<file path="src/sv/qws_pkg.sv">
// Package for the quoted word splitter: character codes, result kinds,
// quote modes, tally width and the whitespace test.
// No dependencies.
package qws_pkg;

  // Width of the word tally
  localparam int CountBits = 16;

  // Characters with a special meaning
  localparam logic [7:0] ChBackslash = 8'h5C;
  localparam logic [7:0] ChDquote    = 8'h22;
  localparam logic [7:0] ChSquote    = 8'h27;
  localparam logic [7:0] ChEnd       = 8'h00;

  // Result kinds
  localparam logic [1:0] KindChar    = 2'd0;
  localparam logic [1:0] KindWordEnd = 2'd1;
  localparam logic [1:0] KindStrEnd  = 2'd2;

  // Quote modes (code 3 never occurs and acts as no quote)
  localparam logic [1:0] QuoteNone   = 2'd0;
  localparam logic [1:0] QuoteSingle = 2'd1;
  localparam logic [1:0] QuoteDouble = 2'd2;

  // One buffered result item
  typedef struct packed {
    logic [1:0] kind;
    logic [7:0] ch;
  } result_t;

  // Tab, line feed, vertical tab, form feed, carriage return, space
  function automatic logic is_space(input logic [7:0] c);
    return (c == 8'd32) || ((c >= 8'd9) && (c <= 8'd13));
  endfunction

endpackage

</file>
<file path="src/sv/quoted_word_splitter.sv">
// Quoted word splitter top level: input register, tokenizer step and result buffer.
// Depends on qws_pkg.
//
// Takes one character per item and splits the string into words, handling single and
// double quotes and backslash before a double quote; code 0 ends the string and gives the
// word count. An input register accepts a new item every cycle unless the result buffer
// holds it back; the tokenizer step is one pass of combinational logic that loads 0 to 3
// results into a result buffer, which drains one result per cycle while the receiver is
// ready. Items that give at most one result pass at one item per cycle, stalls apart;
// an item with more results holds the next until all leave the buffer's single port.
module quoted_word_splitter (
  input  logic        clk,
  input  logic        rst_n,
  input  logic        in_tvalid,
  output logic        in_tready,
  input  logic [7:0]  in_tdata,   // [7:0] char_in
  output logic        out_tvalid,
  input  logic        out_tready,
  output logic [23:0] out_tdata,  // [7:0] char_out, [23:8] words_found
  output logic [1:0]  out_tuser,  // [1:0] kind
  output logic        out_tlast   // last
);

  localparam logic [qws_pkg::CountBits-1:0] TallyMax =
    (qws_pkg::CountBits >= 16) ? qws_pkg::CountBits'(16'hFFFF) : '1;

  // Input register
  logic       in_valid_r;
  logic [7:0] in_char_r;

  // Tokenizer state
  logic                          inside_r;
  logic [1:0]                    quote_r;
  logic                          held_r;
  logic [qws_pkg::CountBits-1:0] tally_r;

  // Result buffer
  qws_pkg::result_t              slot_r [0:2];
  logic [qws_pkg::CountBits-1:0] count_r;
  logic [1:0]                    rem_r;
  logic [1:0]                    idx_r;

  // Step outputs
  qws_pkg::result_t              res_nxt [0:2];
  logic [1:0]                    nres_nxt;
  logic                          inside_nxt;
  logic [1:0]                    quote_nxt;
  logic                          held_nxt;
  logic [qws_pkg::CountBits-1:0] tally_nxt;
  logic                          eos_nxt;

  logic buf_load;
  logic out_fire;

  assign out_fire  = out_tvalid && out_tready;
  // Buffer takes the next step when empty or its final result leaves now
  assign buf_load  = in_valid_r && ((rem_r == 2'd0) || ((rem_r == 2'd1) && out_tready));
  assign in_tready = !in_valid_r || buf_load;

  // Tokenizer step for the registered character
  always_comb begin
    logic [7:0] c;
    logic       do_plain;
    logic       do_word;
    logic [7:0] closer;
    c          = in_char_r;
    do_plain   = 1'b0;
    do_word    = 1'b0;
    closer     = qws_pkg::ChDquote;
    nres_nxt   = 2'd0;
    inside_nxt = inside_r;
    quote_nxt  = quote_r;
    held_nxt   = held_r;
    tally_nxt  = tally_r;
    eos_nxt    = 1'b0;
    for (int i = 0; i < 3; i++) begin
      res_nxt[i] = '{kind: qws_pkg::KindChar, ch: 8'h00};
    end

    // Resolve a held backslash first
    if (held_r) begin
      held_nxt = 1'b0;
      if (c == qws_pkg::ChDquote) begin
        if (quote_r == qws_pkg::QuoteSingle) begin
          res_nxt[nres_nxt] = '{kind: qws_pkg::KindChar, ch: qws_pkg::ChBackslash};
          nres_nxt = nres_nxt + 2'd1;
        end
        res_nxt[nres_nxt] = '{kind: qws_pkg::KindChar, ch: qws_pkg::ChDquote};
        nres_nxt = nres_nxt + 2'd1;
      end else begin
        res_nxt[nres_nxt] = '{kind: qws_pkg::KindChar, ch: qws_pkg::ChBackslash};
        nres_nxt = nres_nxt + 2'd1;
        do_plain = 1'b1;
      end
    end else begin
      do_plain = 1'b1;
    end

    // End of string, word start, or character inside a word
    if (do_plain) begin
      if (c == qws_pkg::ChEnd) begin
        if (inside_r) begin
          res_nxt[nres_nxt] = '{kind: qws_pkg::KindWordEnd, ch: 8'h00};
          nres_nxt = nres_nxt + 2'd1;
        end
        res_nxt[nres_nxt] = '{kind: qws_pkg::KindStrEnd, ch: 8'h00};
        nres_nxt   = nres_nxt + 2'd1;
        eos_nxt    = 1'b1;
        inside_nxt = 1'b0;
        quote_nxt  = qws_pkg::QuoteNone;
        held_nxt   = 1'b0;
        tally_nxt  = '0;
      end else if (!inside_r) begin
        if (!qws_pkg::is_space(c)) begin
          inside_nxt = 1'b1;
          quote_nxt  = qws_pkg::QuoteNone;
          if (tally_r < TallyMax) begin
            tally_nxt = tally_r + qws_pkg::CountBits'(1);
          end
          do_word = 1'b1;
        end
      end else begin
        do_word = 1'b1;
      end
    end

    // Word character handling against the current quote mode
    if (do_word) begin
      if ((quote_nxt == qws_pkg::QuoteSingle) || (quote_nxt == qws_pkg::QuoteDouble)) begin
        closer = (quote_nxt == qws_pkg::QuoteSingle) ? qws_pkg::ChSquote : qws_pkg::ChDquote;
        if (c == qws_pkg::ChBackslash) begin
          held_nxt = 1'b1;
        end else if (c == closer) begin
          quote_nxt = qws_pkg::QuoteNone;
        end else begin
          res_nxt[nres_nxt] = '{kind: qws_pkg::KindChar, ch: c};
          nres_nxt = nres_nxt + 2'd1;
        end
      end else begin
        if (qws_pkg::is_space(c)) begin
          res_nxt[nres_nxt] = '{kind: qws_pkg::KindWordEnd, ch: 8'h00};
          nres_nxt   = nres_nxt + 2'd1;
          inside_nxt = 1'b0;
          quote_nxt  = qws_pkg::QuoteNone;
        end else if (c == qws_pkg::ChBackslash) begin
          held_nxt = 1'b1;
        end else if (c == qws_pkg::ChSquote) begin
          quote_nxt = qws_pkg::QuoteSingle;
        end else if (c == qws_pkg::ChDquote) begin
          quote_nxt = qws_pkg::QuoteDouble;
        end else begin
          res_nxt[nres_nxt] = '{kind: qws_pkg::KindChar, ch: c};
          nres_nxt = nres_nxt + 2'd1;
        end
      end
    end
  end

  // Input register control
  always_ff @(posedge clk) begin
    if (!rst_n) begin
      in_valid_r <= 1'b0;
    end else if (in_tready) begin
      in_valid_r <= in_tvalid;
    end
  end

  // Input register payload
  always_ff @(posedge clk) begin
    if (in_tvalid && in_tready) begin
      in_char_r <= in_tdata;
    end
  end

  // Tokenizer state and buffer control
  always_ff @(posedge clk) begin
    if (!rst_n) begin
      inside_r <= 1'b0;
      quote_r  <= qws_pkg::QuoteNone;
      held_r   <= 1'b0;
      tally_r  <= '0;
      rem_r    <= 2'd0;
      idx_r    <= 2'd0;
    end else if (buf_load) begin
      inside_r <= inside_nxt;
      quote_r  <= quote_nxt;
      held_r   <= held_nxt;
      tally_r  <= tally_nxt;
      rem_r    <= nres_nxt;
      idx_r    <= 2'd0;
    end else if (out_fire) begin
      rem_r <= rem_r - 2'd1;
      idx_r <= idx_r + 2'd1;
    end
  end

  // Result buffer payload; the count is the tally before end of string clears it
  always_ff @(posedge clk) begin
    if (buf_load) begin
      for (int i = 0; i < 3; i++) begin
        slot_r[i] <= res_nxt[i];
      end
      count_r <= tally_r;
    end
  end

  // Output side
  assign out_tvalid = (rem_r != 2'd0);
  assign out_tuser  = slot_r[idx_r].kind;
  assign out_tlast  = (rem_r == 2'd1);
  assign out_tdata  = {
    (slot_r[idx_r].kind == qws_pkg::KindStrEnd) ? 16'(count_r) : 16'h0000,
    slot_r[idx_r].ch
  };

  // Buffer read position never runs past the three slots
  a_slot_range: assert property (@(posedge clk) disable iff (!rst_n)
    out_tvalid |-> ({1'b0, idx_r} + {1'b0, rem_r} <= 3'd3))
    else $error("result buffer index out of range");

  // End of string is always the final result of its item
  a_eos_last: assert property (@(posedge clk) disable iff (!rst_n)
    (out_tvalid && (out_tuser == qws_pkg::KindStrEnd)) |-> out_tlast)
    else $error("end of string not marked last");

  // After an end of string the tokenizer is back at its reset state
  a_eos_clear: assert property (@(posedge clk) disable iff (!rst_n)
    (buf_load && eos_nxt) |=>
      ((tally_r == '0) && !inside_r && !held_r && (quote_r == qws_pkg::QuoteNone)))
    else $error("state not cleared after end of string");

endmodule

</file>
<file path="config.mk">
export PLATFORM = sky130hd
export DESIGN_NAME = quoted_word_splitter
export DESIGN_NICKNAME = d
export VERILOG_FILES = /design/src/sv/qws_pkg.sv /design/src/sv/quoted_word_splitter.sv
export SDC_FILE = /design/constraint.sdc
export NUM_CORES = 1
export LEC_CHECK = 0
export ABC_AREA = 1
export BUFFER_PORTS_ARGS = -buffer_cell sky130_fd_sc_hd__buf_2
export CAP_MARGIN = 20
export CORE_MARGIN = 2
export CORE_UTILIZATION = 64
export DETAILED_ROUTE_END_ITERATION = 6
export HOLD_SLACK_MARGIN = 0.03
export PLACE_DENSITY = 0.92
export SETUP_SLACK_MARGIN = 0.2
export SYNTH_ARGS = -nofsm -noshare
export SYNTH_HDL_FRONTEND = slang
export SYNTH_SLANG_ARGS = --single-unit
</file>
<file path="constraint.sdc">
create_clock -name clk -period 4.72 [get_ports clk]
set_input_delay 0.944 -clock clk [delete_from_list [all_inputs] [get_ports clk]]
set_output_delay 0.944 -clock clk [all_outputs]
set_load 0.01 [all_outputs]
</file>
==> flow_summary.ini <==
[run_status]
run_status = finished clean

[clocking]
clock_tree_from_tritoncts = yes
clock_sinks = 81
worst_skew_late_latency_ps = 360
clock_tree.root_cell = clkbuf_8
holdBufCountCts = 0
cts_inserted_buffers = 9
post_cts.repair.setup_buffers = 0
post_cts_resize_count = 0
cts.clk_slew.worst_paths_ps = 90
clk_path_buf_depth = 2
htree_num_levels = 3

[pwr]
p_clk_share_pct = 26.6
combinationalPowerShare_pct = 26.4
power.share.sequential_pct = 47.0
standby_leakage_power_nw = 2.24
powerDensity_mw_per_mm2 = 397
internal_power_mw = 1.32
power_switching_share_pct = 34.3
irDropWorstVdd_mv = 0.338
total_switching_power_mw = 0.691

[synthesis]
synth-compound-area-share_pct = 9.14
cell_types_with_the_largest_area_share_after_synthesis = edfxtp_1 35%, nand2_1 12%, dfxtp_1 12%, nor2_1 6.4%, inv_1 5.0%
synthSimpleGateAreaFrac_pct = 30.4
asyncSetResetFlopFracSynth_pct = 0
post_synth_fa_ha_maj_area_fraction_pct = 3.27
yosys_warnings = 0
dominantRegCellSynth = edfxtp_1
synth_fp_nets = 599
count_of_distinct_cell_types_in_the_synthesized_netlist = 40
syn-mean-instance-area_um2 = 8.00
yosys.area.top_type_share_pct = 35.3
post_synth_xor_area_fraction_pct = 2.67
synth-edff-count = 54
synth_mux_area_share_pct = 0
largest_family_of_logic_cells_by_synthesized_area = simple AND/OR/NAND/NOR gates
post_synth_instance_area_mm2 = 0.00460
synth.ff_latch_count = 81
synthCells = 575
synth_top_area_cell = edfxtp_1
seq_area_frac_synth_pct = 47.0

[global_routing]
grt_usage_pct = 28.8
first_global_vias = 3660
grt.overflow.total = 0
grt_start_max_net_pins = 57
grt_antenna_before_repair = 0
grt_pass1_wl_um = 17400

[job]
max_cap_viol_count = 0

[timing]
timing.fmax_mhz = 265
whs_ps = 477
tightestPinTransition_ps = 677
slew_violations = 0
setup_total_negative_slack_ps = 0
setup_repair_after_global_routing_missed_its_margin = no
setup_viol = 0
timing.clock.skew_ps = 10.8
finalCritPeriodShare_pct = 80.0
final_hold_viol_count = 0
max_slew_margin_pct = 54.9
final_period_minus_worst_setup_slack_ps = 3780

[route]
violation_count_after_the_first_detailed_route_iteration = 641
drt_first_pass_iters = 7
ant_nets = 0
vias_per_cell = 5.72
vias = 4081
wire_length_per_cell_after_detailed_routing_um = 14.8
drc_errors = 0
totalWireLength_um = 10600

[cells_and_area]
most_frequent_standard_cell_in_the_layout_excluding_fill_and_tap_cells = nand2_1
synthToLayoutAreaGrowth_pct = 10.2
post_route_cells_drive_above_1_share_pct = 15.4
antenna_cells = 0
finalNetCount = 636
layout_common_cells = 148 x nand2_1, 78 x nor2_1, 61 x inv_1, 54 x edfxtp_1, 45 x a21oi_1

[setup_path]
worst_path_dominant_cell_family = simple AND/OR/NAND/NOR gates
critPathKind = register to register
critPathMostFrequentCell = nand2_1
worstPathMaxFanout = 11
critical_path.max_stage_delay_ps = 460
critical_path_required_ps = 4950
critical_path.cell_chain = inv_1, nand2_2, nor2_4, nand2_1, nor2_2, nand3_1, ha_1, o21ai_0, ha_1, o21ai_0, inv_1, ha_1, inv_1, nand2_4, nand2_1, nand2_1, nand2_1, nand2_1, nand3_1, nand2_1, nand2_1
worst-endpoint-arrival_ps = 4010
crit_slowest_cell = edfxtp_1
end_kind = register
worst_setup_sp_type = register
worstPathBufferInverterCount = 3

[floorplanning]
standard_cell_core_area_mm2 = 0.00687
core.rowCount = 30
floorplan.die.width_um = 88.8
fp.dieH_um = 88.8
top_level_ports = 41
floorplan.initialDensity_pct = 66.9
dieArea_mm2 = 0.00788

[min_path]
worst_hold_path_type = register to register

[place]
post-dp-hpwl_um = 7320
port_buffer_count = 40
gp_routability_congestion = 0.936
==> flip-flops by register name, indices dropped and copies added (netlist names), named ones only <==
signal and cells:
slot_r 30, count_r 16, tally_r 16, in_char_r 8, idx_r 2, quote_r 2
rem_r 2, held_r 1, in_valid_r 1, inside_r 1
==> per-stage QoR <==
step | area (um2) | util [%] | worst slack (ps) | std cells | total power [mW]
finish | 5070 | 73.8 | 945 | 713 | 2.01
global route | 5070 | 73.8 | 627 | 713 | 2.13
CTS | 5060 | 73.6 | 1000 | 712 | 2.01
detailed placement | 4850 | 70.5 | 1060 | 696 | 1.48
global placement | 4850 | 70.5 | 1320 | 696 | 1.45
floorplan | 4600 | - | 1550 | 575 | 1.32
==> power by group through the flow <==
| stage | logic, mW | registers [mW] | clock network (mW) |
|---|---|---|---|
| 2_1_floorplan | 0.384 | 0.931 | 0 |
| 3_3_place_gp | 0.493 | 0.955 | 0 |
| 3_5_place_dp | 0.518 | 0.963 | 0 |
| 4_1_cts | 0.525 | 0.946 | 0.539 |
| 5_1_grt | 0.597 | 0.958 | 0.571 |
| 6_report | 0.532 | 0.947 | 0.535 |
==> cells by family (layout without fill, tap and decap cells) <==
| group | Yosys count | after routing |
|---|---|---|
| AO/OA/AOI/OAI | 74 | 74 |
| XOR/XNOR | 14 | 14 |
| flip-flops | 81 | 81 |
| buffers and inverters | 85 | 127 |
| AND/OR/NAND/NOR | 309 | 309 |
| adder cells (fa/ha/maj) | 12 | 12 |
==> worst paths after layout <==
kind	startpoint	endpoint	slack, ps	cells after the start
max	in_char_r[4]	slot_r[0][3]	940	21
min	quote_r[1]	quote_r[1]	480	2
max reg2reg	in_char_r[4]	slot_r[0][3]	940	21
min reg2reg	quote_r[1]	quote_r[1]	480	2
==> final cells by class <==
type,count,area (um2)
multi-input cells,409,2100
clock buffers,10,138
repair buffers,42,215
flip-flops and latches,81,2160
clock inverters,6,75.1
fillers,505,1800
inverters,69,259
well taps,96,120
==> worst reg2reg max path: cells and delay by family (launching register included) <==
kind	cells	cell delay (ps)
DFF	1	460
and+or+nand+nor	13	1270
adders and majority gates	3	970
AOI/OAI and AO/OA	2	510
buffers and inverters	3	430
==> synth_stat cells (3+ instances only) <==
| master | count |
|---|---|
| nand2_4 | 3 |
| o211ai_1 | 3 |
| nand4_1 | 6 |
| nand3_2 | 5 |
| o21ai_1 | 3 |
| nand2_1 | 148 |
| o21ai_0 | 15 |
| inv_2 | 6 |
| clkbuf_1 | 8 |
| nor2_4 | 7 |
| edfxtp_1 | 54 |
| xnor2_1 | 5 |
| inv_1 | 61 |
| dfxtp_1 | 27 |
| nor2_1 | 79 |
| nand3_1 | 37 |
| buf_2 | 3 |
| ha_1 | 12 |
| a21oi_1 | 45 |
| xor2_1 | 9 |
| nand2_2 | 8 |
| nor3_1 | 6 |
==> per-layer routing <==
layer / vias to the layer above / wire length [um] / GRT usage [%]
met2: 269 / 4870 / 45.0
met1: 1830 / 4240 / 40.8
li1: 1944 / - / -
met3: 38 / 1210 / 6.25
met4: 0 / 242 / 8.26
met5: - / 0 / 0
No activity file was read; power rests on OpenSTA's default activity.
